### src/sv/i64div_pkg.sv
package i64div_pkg;

    localparam int DATA_WIDTH_DEFAULT = 64;
    localparam int PORT_WIDTH = 64;

    // Control that travels with every pipeline stage.
    typedef struct packed {
        logic valid;
        logic negate;
        logic div_zero;
    } stage_ctrl_t;

endpackage

### src/sv/i64div_step.sv
// One restoring shift-subtract step: brings in the next dividend bit,
// subtracts the divisor when it fits and records one quotient bit.
module i64div_step #(
    parameter int DATA_WIDTH = i64div_pkg::DATA_WIDTH_DEFAULT
) (
    input  logic                  aclk,
    input  logic                  aresetn,
    input  logic                  advance,
    input  i64div_pkg::stage_ctrl_t ctrl_in,
    input  logic [DATA_WIDTH-1:0] rem_in,
    input  logic [DATA_WIDTH-1:0] num_in,
    input  logic [DATA_WIDTH-1:0] den_in,
    output i64div_pkg::stage_ctrl_t ctrl_out,
    output logic [DATA_WIDTH-1:0] rem_out,
    output logic [DATA_WIDTH-1:0] num_out,
    output logic [DATA_WIDTH-1:0] den_out
);

    logic [DATA_WIDTH:0]   shifted;
    logic [DATA_WIDTH:0]   diff;
    logic                  fits;
    logic [DATA_WIDTH-1:0] rem_next;
    logic [DATA_WIDTH-1:0] num_next;

    i64div_pkg::stage_ctrl_t ctrl_reg;
    logic [DATA_WIDTH-1:0] rem_reg;
    logic [DATA_WIDTH-1:0] num_reg;
    logic [DATA_WIDTH-1:0] den_reg;

    // The quotient bits fill num from the bottom as dividend bits leave the top.
    always_comb begin
        shifted  = {rem_in, num_in[DATA_WIDTH-1]};
        diff     = shifted - {1'b0, den_in};
        fits     = !diff[DATA_WIDTH];
        rem_next = fits ? diff[DATA_WIDTH-1:0] : shifted[DATA_WIDTH-1:0];
        num_next = {num_in[DATA_WIDTH-2:0], fits};
    end

    always_ff @(posedge aclk) begin
        if (!aresetn) begin
            ctrl_reg <= '0;
        end else if (advance) begin
            ctrl_reg <= ctrl_in;
        end
    end

    always_ff @(posedge aclk) begin
        if (advance) begin
            rem_reg <= rem_next;
            num_reg <= num_next;
            den_reg <= den_in;
        end
    end

    assign ctrl_out = ctrl_reg;
    assign rem_out  = rem_reg;
    assign num_out  = num_reg;
    assign den_out  = den_reg;

endmodule

### config.mk
export PLATFORM = sky130hd
export DESIGN_NAME = i64div_step
export DESIGN_NICKNAME = d
export VERILOG_FILES = /design/src/sv/i64div_pkg.sv /design/src/sv/i64div_step.sv
export SDC_FILE = /design/constraint.sdc
export NUM_CORES = 1
export LEC_CHECK = 0
export ABC_CLOCK_PERIOD_IN_PS = 5000
export BUFFER_PORTS_ARGS = -buffer_cell sky130_fd_sc_hd__buf_4
export CAP_MARGIN = 10
export CORE_ASPECT_RATIO = 0.9
export CORE_MARGIN = 10
export CORE_UTILIZATION = 52
export CTS_BUF_LIST = sky130_fd_sc_hd__clkbuf_2
export DETAILED_ROUTE_END_ITERATION = 12
export PLACE_DENSITY_LB_ADDON = 0.05
export SLEW_MARGIN = 20
export SYNTH_ARGS = -nofsm -noshare
export SYNTH_HDL_FRONTEND = slang
export SYNTH_SLANG_ARGS = --single-unit
### constraint.sdc
create_clock -name aclk -period 5 [get_ports aclk]
set_input_delay 1 -clock aclk [delete_from_list [all_inputs] [get_ports aclk]]
set_output_delay 1 -clock aclk [all_outputs]
set_load 0.05 [all_outputs]
==> impl_metrics.ini, run 1 <==
[status]
status = complete, no violations

[power]
total_power_mw = 4.83
power_switching_mw = 1.90
ir_drop_mv = 0.229
p_comb_share_pct = 38.8
swShare_pct = 39.4
internal_power_mw = 2.93
clock_power_share_pct = 18.6
power.density_mw_per_mm2 = 332
p_leak_nw = 6.48
seqPwrFrac_pct = 42.6

[worst_setup_path]
cp.required_ns = 5.61
slowest_delay_ns = 0.48
crit_chain = buf_4 > inv_1 > ha_1 > fa_1 > nor2b_1 > o211ai_1 > a31o_2 > o22ai_2 > o211ai_2 > a2111o_1 > a21oi_1 > o211a_4 > buf_4 > mux2_2
crit_type = in -> reg
critPathTopFamily = compound AO/OA/AOI/OAI gates
rr_worst_depth = 2
arrival_ns = 4.45
cpMostUsedCell = buf_4
endpoint_kind = flop
timing.critical_path.from = num_in[63]
crit_fanout = 31
r2r_start = ctrl_out[0]$_SDFFE_PN0P_
path_buf_inv = 3
start_kind = input port
crit_cells = 14
crit_slowest_cell = a2111o_1

[clocking]
root_buffer = clkbuf_2
clkTransAtPathRegs_ns = 0.37
cts_sinks = 195
clockBufferDepth = 2
h-tree-depth = 4
hold_buffers = 0
cts_buffers = 17
clk_latency_ns = 0.84
cts_resized = 0
post_cts_buffers = 0
cts_tree = done

[grt]
grt_pass1_vias = 8651
grt_usage_pct = 23.5
grt_overflow_total = 0
antenna_found_initial = 2
grt_pass1_wl_microns = 50300
grt_max_degree = 95

[floorplan]
floorplan.rows = 50
die_y_microns = 158
io-pin-count = 393
die_area_sq_mm = 0.0275
core_region_area_sq_mm = 0.0208
die_width_microns = 174
start_util_pct = 53.0

[timing]
fmax_mhz = 260
rsz0062_at_grt = no
hold_ws_ns = 0.277
tightest_slew_ns = 0.788
fin_skew_ns = 0
report.final.slew_viol_count = 0
finalWorstSetupSlack_ns = 1.16
final-hold-violation-count = 0
fin_crit_ns = 3.84
maxSlewHeadroom_pct = 47.5
finalSetupTns_ns = 0
period_share_pct = 76.8
setup_violations = 0

[synthesis]
ys_warn_count = 0
synth_cells = 936
avgSynthCellArea_sq_um = 11.8
synth-async-reset-ratio_pct = 0
synth_edf_count = 192
ys_seq_area_share_pct = 52.8
syn_area_sq_mm = 0.0110
synth_ff_type = edfxtp_1
syn-num-nets = 1199
synth_seq_cells = 195
ys_types = 61

[drt]
wl_microns = 33700
antenna_left = 0
viasPerCell = 5.43
vias = 8791
first_pass_iters = 5
drt-initial-drc-count = 654
avgRoutedWirePerCell_microns = 20.8
drc = 0

[placed_design]
place_hpwl_microns = 27200
placed_area_sq_mm = 0.0142
io_buffers = 392
routabilityCongestion = 0.910
place_inst = 1584
dp_slack_ns = 0.280

[final_layout]
design_area_sq_mm = 0.0145
fin_cells = 1618
area_growth_pct = 31.7
fin_nets = 1580
drive_gt1_share_pct = 37.4
final_util_pct = 69.8

[min_path]
min-delay-start = num_in[57]
worstHoldPathType = in -> reg
whs_path_depth = 1

[run]
max_cap_violations = 0
==> cells in the mapped netlist (all sizes together), types with 19 or more instances <==
cell type / instances / area share, %
edfxtp: 192 / 52
inv: 95 / 3.2
a21oi: 80 / 3.6
ha: 64 / 7.3
mux2: 57 / 7.2
nand2: 57 / 1.9
o21ai: 45 / 2.0
xnor2: 39 / 3.1
nor2: 35 / 1.2
nand4: 24 / 1.4
clkbuf: 22 / 0.75
xor2: 20 / 1.6
a21o: 19 / 1.3
==> power groups by stage <==
stage / clock (mW) / sequential (mW) / combinational, mW
after global placement: 0 / 2.09 / 1.86
after detailed placement: 0 / 2.10 / 1.88
final: 0.901 / 2.06 / 1.87
after floorplan: 0 / 2.71 / 0.655
after global routing: 0.982 / 2.08 / 1.98
after CTS: 0.926 / 2.06 / 1.88
==> layout by cell type (no fill, tap or decap), types with 4 or more instances in the layout <==
cell / count
buf_4: 395
edfxtp_1: 192
inv_1: 95
a21oi_1: 80
ha_1: 64
nand2_1: 57
o21ai_0: 45
mux2_4: 42
xnor2_1: 39
nor2_1: 35
nand4_1: 23
xor2_1: 20
a21o_1: 19
clkbuf_2: 17
o21a_1: 15
mux2_2: 15
o21bai_1: 14
nand3_1: 13
nor3_1: 11
o2111ai_1: 9
a31oi_1: 9
mux2i_1: 8
nor2b_1: 7
o31ai_1: 7
o211ai_1: 6
a211oi_1: 6
clkinv_8: 6
or3_1: 4
nand2b_1: 4
and3_1: 4
o22ai_1: 4
inv_6: 4
==> state kept, by name, indices dropped and copies added (netlist names) <==
register and count:
ctrl_out 3, den_out 64, rem_out 64, num_out 64
==> metal layers <==
layer  vias to the layer above  track usage [%]  routed length (microns)
met5                         -                0                        0
met4                         0             5.90                      507
met3                        31             8.48                     3240
met2                       388             40.3                    16600
met1                      4131             27.5                    13300
li1                       4241                -                        -
==> cell families after synthesis <==
family          share of synthesized area, %
fa+ha+maj                               7.43
xor+xnor                                4.68
buf+inv                                 4.95
mux                                     7.97
flops                                   52.8
compound gates                          14.3
simple gates                            7.94
==> layout make-up <==
type | instances | area, sq um
fillers | 1606 | 6290
flip-flops and latches | 195 | 5830
multi-input cells | 610 | 4680
repair buffers | 398 | 3020
well taps | 286 | 358
inverters | 95 | 357
clock inverters | 15 | 218
clock buffers | 17 | 85.1
diodes | 2 | 5.00
==> worst paths after layout <==
| kind | to | slack (ns) |
|---|---|---|
| worst max-delay path | rem_out[15]$_DFFE_PP_ | 1.16 |
| worst min-delay path | num_out[58]$_DFFE_PP_ | 0.28 |
| worst max register to register | ctrl_out[0]$_SDFFE_PN0P_ | 4.36 |
| worst min register to register | ctrl_out[2]$_SDFFE_PN0P_ | 0.55 |
Note: power is estimated with default switching activity, not from simulation.
==> run 2: changes to the inputs <==
ABC_CLOCK_PERIOD_IN_PS = 3500   (was 5000)
CORE_UTILIZATION = 47   (was 52)
clock period = 3.5 ns   (was 5 ns; I/O delays follow)
==> run 2 against run 1 <==
  * Sequential share of layout area is 6.4 points lower
  * Clock-buffer cell count is 1 higher
  * Final cell count is 19% higher
  * Clock skew stayed put
  * Sequential cell count stayed put
  * Sequential power is 43% higher
  * Via count is 14% higher
  * First-iteration DRC count is 2.8% higher
  * Critical path depth is 1 higher
  * Cell area is 19% higher
  * Total power is 52% higher
  * Critical endpoint is now rem_out[49]$_DFFE_PP_
==> impl_metrics.ini, run 2 (same netlist as run 1, synthesis figures left out) <==
[final_layout]
layout.cells.most_common = buf_4
area_growth_pct = 57.0
fin_nets = 1878
multi_input_area_sq_mm = 0.00483
layout_common_cells = buf_4, edfxtp_1, dlygate4sd3_1
nFillCells = 1641
seq_area_sq_mm = 0.00583
drive_gt1_share_pct = 42.6

[floorplan]
die_y_microns = 165
core_region_area_sq_mm = 0.0232
io-pin-count = 393
start_util_pct = 47.6
floorplan.rows = 53
die_area_sq_mm = 0.0300
die_width_microns = 182

[placed_design]
io_buffers = 392
routabilityCongestion = 0.878
place_hpwl_microns = 29200

[drt]
top_layer = met4
wl_microns = 39100
avgRoutedWirePerCell_microns = 20.2
dr_wl_met2_microns = 20100
drt-initial-drc-count = 672
viasPerCell = 5.18
vias = 10003
wl_met3_microns = 2900
antenna_left = 0
drc = 0
met1_length_microns = 15500
first_pass_iters = 6

[power]
ir_drop_mv = 0.310
p_comb_share_pct = 43.0
power_switching_mw = 2.87
power.density_mw_per_mm2 = 423
total_power_mw = 7.33
p_leak_nw = 7.90
internal_power_mw = 4.46
clock_power_share_pct = 16.8
seqPwrFrac_pct = 40.2
swShare_pct = 39.2

[worst_setup_path]
start_kind = input port
rr_worst_depth = 2
endpoint_kind = flop
arrival_ns = 4.07
cp-endpoint = rem_out[49]$_DFFE_PP_
r2r_slack_ns = 2.87
r2r_end = ctrl_out[2]$_SDFFE_PN0P_
cp.required_ns = 4.09
crit_fanout = 6
timing.critical_path.from = den_in[10]
r2r_start = ctrl_out[2]$_SDFFE_PN0P_
crit_type = in -> reg

[clocking]
clkTransAtPathRegs_ns = 0.30
cts_tree = done
h-tree-depth = 4
root_buffer = clkbuf_2
clk_latency_ns = 0.80
cts_sinks = 195
clockBufferDepth = 2
post_cts_buffers = 0
cts_buffers = 17

[status]
status = complete, no violations

[grt]
grt_overflow_total = 0
grt_max_degree = 62
grt_pass1_wl_microns = 55700
grt_usage_pct = 23.4
antenna_found_initial = 1
grt_pass1_vias = 10086

[timing]
hold_ws_ns = 0.0783
fin_crit_ns = 3.48
period_share_pct = 99.4
finalSetupTns_ns = 0
fmax_mhz = 288
tightest_slew_ns = 0.556
fin_skew_ns = 0
setup_violations = 0
report.final.slew_viol_count = 0
final-hold-violation-count = 0
maxSlewHeadroom_pct = 62.7

[min_path]
worstHoldPathType = in -> reg

[run]
max_cap_violations = 0
## run 2: layout make-up
type	instances	area share, %
clock inverter	14	0.996
inverter	95	2.13
tap	302	2.18
multi-input combinational	611	27.9
timing repair buffer	695	32.7
clock buffer	18	0.520
antenna	1	0.0144
sequential	195	33.6
## run 2: per-stage QoR
stage | setup slack (ns) | utilization, % | std cells | area (sq um)
floorplan | -0.367 | - | 936 | 11100
global placement | -0.471 | 67.4 | 1777 | 15700
detailed placement | -0.545 | 67.4 | 1777 | 15700
CTS | 0.00725 | 71.1 | 1867 | 16500
global route | -0.00277 | 74.7 | 1931 | 17300
finish | 0.0223 | 74.7 | 1931 | 17300
## run 2: power groups by stage
| stage | Clock (mW) | Sequential [mW] | Combinational (mW) |
|---|---|---|---|
| finish | 1.23 | 2.95 | 3.15 |
| global route | 1.35 | 2.97 | 3.32 |
| CTS | 1.26 | 2.94 | 3.02 |
| detailed placement | 0 | 2.99 | 2.95 |
| global placement | 0 | 2.99 | 2.92 |
| floorplan | 0 | 3.87 | 0.949 |
## run 2: worst min path at each step
stage / slack, ns / start / endpoint / depth (start not counted)
6_report: 0.08 / den_in[63] / den_out[63]$_DFFE_PP_ / 1
5_1_grt: -0.0001 / den_in[63] / den_out[63]$_DFFE_PP_ / 1
4_1_cts: 0.0003 / num_in[62] / num_out[63]$_DFFE_PP_ / 1
3_5_place_dp: 0.52 / ctrl_out[2]$_SDFFE_PN0P_ / ctrl_out[2]$_SDFFE_PN0P_ / 2
3_3_place_gp: 0.50 / ctrl_out[0]$_SDFFE_PN0P_ / ctrl_out[0]$_SDFFE_PN0P_ / 2
2_1_floorplan: 0.74 / ctrl_out[0]$_SDFFE_PN0P_ / ctrl_out[0]$_SDFFE_PN0P_ / 2
## run 2: per-layer routing
layer,global-route usage [%],up-vias
met5,0,-
met2,42.3,325
met3,7.84,28
li1,-,4854
met4,4.95,0
met1,26.4,4796
## run 2: worst max-delay path, stage by stage
cell and delay [ns]:
dlygate4sd3_1 0.53, buf_4 0.11, inv_1 0.03, ha_1 0.34, nor3_1 0.06, nor2_1 0.11
o41ai_1 0.09, buf_4 0.16, o22ai_2 0.17, o211ai_2 0.12, a2111o_1 0.47, a2111o_1 0.44
o211a_4 0.24, clkbuf_16 0.19, mux2_4 0.30
## run 2: repair_timing
| item | in CTS | in global routing |
|---|---|---|
| setup endpoints to repair | 0 | 59 |
| hold buffers | 58 | 62 |
| gates resized for setup | 0 | 21 |
| endpoints found under the hold margin | 58 | 62 |
==> run 3: changes to the inputs <==
CORE_MARGIN = not set   (was 10)
==> run 3 against run 2 <==
  * Routed wire length fell by 7.4%
  * Combinational power about the same
  * Cell area up 1.2%
  * Sequential cell count is the same
  * The flow now finishes with violations (negative setup slack)
  * First-iteration DRC count up 36%
  * Maximum frequency shrank 1.3%
  * Total power increased by 1.5%
  * Critical path depth decreased by 1
  * Clock skew unchanged
  * Final cell count down 0.10%
  * Worst hold slack gained 0.031 ns
  * Setup slack worse by 0.045 ns
==> impl_metrics.ini, run 3 (same netlist as run 1, synthesis figures left out) <==
[grt]
grt_max_degree = 100
grt_overflow_total = 0
grt_pass1_wl_microns = 53000
grt_pass1_vias = 9994
antenna_found_initial = 1
grt_usage_pct = 28.6

[worst_setup_path]
start_kind = input port
crit_fanout = 8
crit_type = in -> reg
endpoint_kind = flop
cp.required_ns = 4.12
arrival_ns = 4.14

[final_layout]
fin_nets = 1881
layout_common_cells = buf_4, edfxtp_1, dlygate4sd3_1
layout.cells.most_common = buf_4
fin_cells = 1929
nFillCells = 1516
area_growth_pct = 58.9
drive_gt1_share_pct = 43.7

[power]
internal_power_mw = 4.49
power.density_mw_per_mm2 = 424
ir_drop_mv = 0.295
swShare_pct = 39.6
power_switching_mw = 2.95
clock_power_share_pct = 17.8
seqPwrFrac_pct = 39.7
total_power_mw = 7.44
p_comb_share_pct = 42.5
p_leak_nw = 7.94

[timing]
fin_crit_ns = 3.52
setup_violations = 19
tightest_slew_ns = 0.540
report.final.slew_viol_count = 0
fin_skew_ns = 0
finalWorstSetupSlack_ns = -0.0223
final-hold-violation-count = 0
period_share_pct = 101
finalSetupTns_ns = -0.248
fmax_mhz = 284
maxSlewHeadroom_pct = 64.0

[clocking]
clkTransAtPathRegs_ns = 0.34
cts_buffers = 17
h-tree-depth = 4
cts_sinks = 195
clockBufferDepth = 2
cts_tree = done
root_buffer = clkbuf_2
clk_latency_ns = 0.82

[floorplan]
io-pin-count = 393
die_width_microns = 164
start_util_pct = 48.5
die_area_sq_mm = 0.0241
core_region_area_sq_mm = 0.0228
die_y_microns = 147
floorplan.rows = 52

[placed_design]
place_hpwl_microns = 25500
dp_slack_ns = -0.532
io_buffers = 392
routabilityCongestion = 0.877
place_inst = 1768

[drt]
met1_length_microns = 13900
avgRoutedWirePerCell_microns = 18.8
drt-initial-drc-count = 912
antenna_left = 0
first_pass_iters = 7
top_layer = met4
wl_microns = 36200
dr_wl_met2_microns = 18700
drc = 0
wl_met3_microns = 2760
viasPerCell = 5.29
vias = 10197

[run]
max_cap_violations = 0

[status]
violations = negative setup slack
status = finished, violations left

[min_path]
worstHoldPathType = in -> reg
[run 3: metal layers]
layer | up-vias | track usage, %
li1 | 4850 | -
met1 | 4844 | 34.0
met2 | 453 | 51.6
met3 | 50 | 6.73
met4 | 0 | 6.99
met5 | - | 0
[run 3: layout make-up]
type                    count  area, sq um  area share, %
well taps                 297          372           2.12
clock buffers              17         85.1          0.485
flip-flops and latches    195         5830           33.2
diodes                      1         2.50         0.0143
multi-input cells         611         4980           28.4
clock inverters            15          210           1.20
inverters                  95          369           2.10
repair buffers            698         5710           32.5
[run 3: per-stage QoR]
step | instance area (sq um) | hold WS (ns) | util, %
final | 17500 | 0.109 | 77.1
after global routing | 17500 | 0.0310 | 77.1
after CTS | 17100 | 0.000933 | 75.2
after detailed placement | 15600 | 0.521 | 68.7
after global placement | 15600 | 0.506 | 68.7
after floorplan | 11100 | 0.743 | -
[run 3: critical path, stage by stage]
cell and delay (ns):
dlygate4sd3_1 0.55, buf_4 0.12, inv_1 0.03, ha_1 0.35, nand2_1 0.12, o21a_1 0.24
a21oi_2 0.19, buf_4 0.15, o211ai_2 0.08, a2111o_1 0.47, a2111o_1 0.43, o211a_4 0.23
buf_12 0.17, mux2_4 0.29
[run 3: path summary, 6_finish.rpt]
kind / to / depth (start not counted) / slack [ns] / start
max reg2reg: ctrl_out[0]$_SDFFE_PN0P_ / 2 / 2.88 / ctrl_out[0]$_SDFFE_PN0P_
min reg2reg: ctrl_out[1]$_SDFFE_PN0P_ / 2 / 0.54 / ctrl_out[1]$_SDFFE_PN0P_
max: rem_out[39]$_DFFE_PP_ / 14 / -0.02 / den_in[31]
min: ctrl_out[1]$_SDFFE_PN0P_ / 3 / 0.11 / ctrl_in[1]
[run 3: power by group through the flow]
stage	logic, mW	registers, mW	clock network (mW)
global route	3.33	2.97	1.42
finish	3.16	2.95	1.32
floorplan	0.949	3.87	0
detailed placement	2.92	3.00	0
global placement	2.88	2.99	0
CTS	3.04	2.95	1.34
[run 3: what timing repair did]
item	CTS	global route
hold buffers	120	6
endpoints found under the hold margin	120	8
endpoints found under the setup margin	0	57
resized for setup	0	47
buffers inserted	0	1
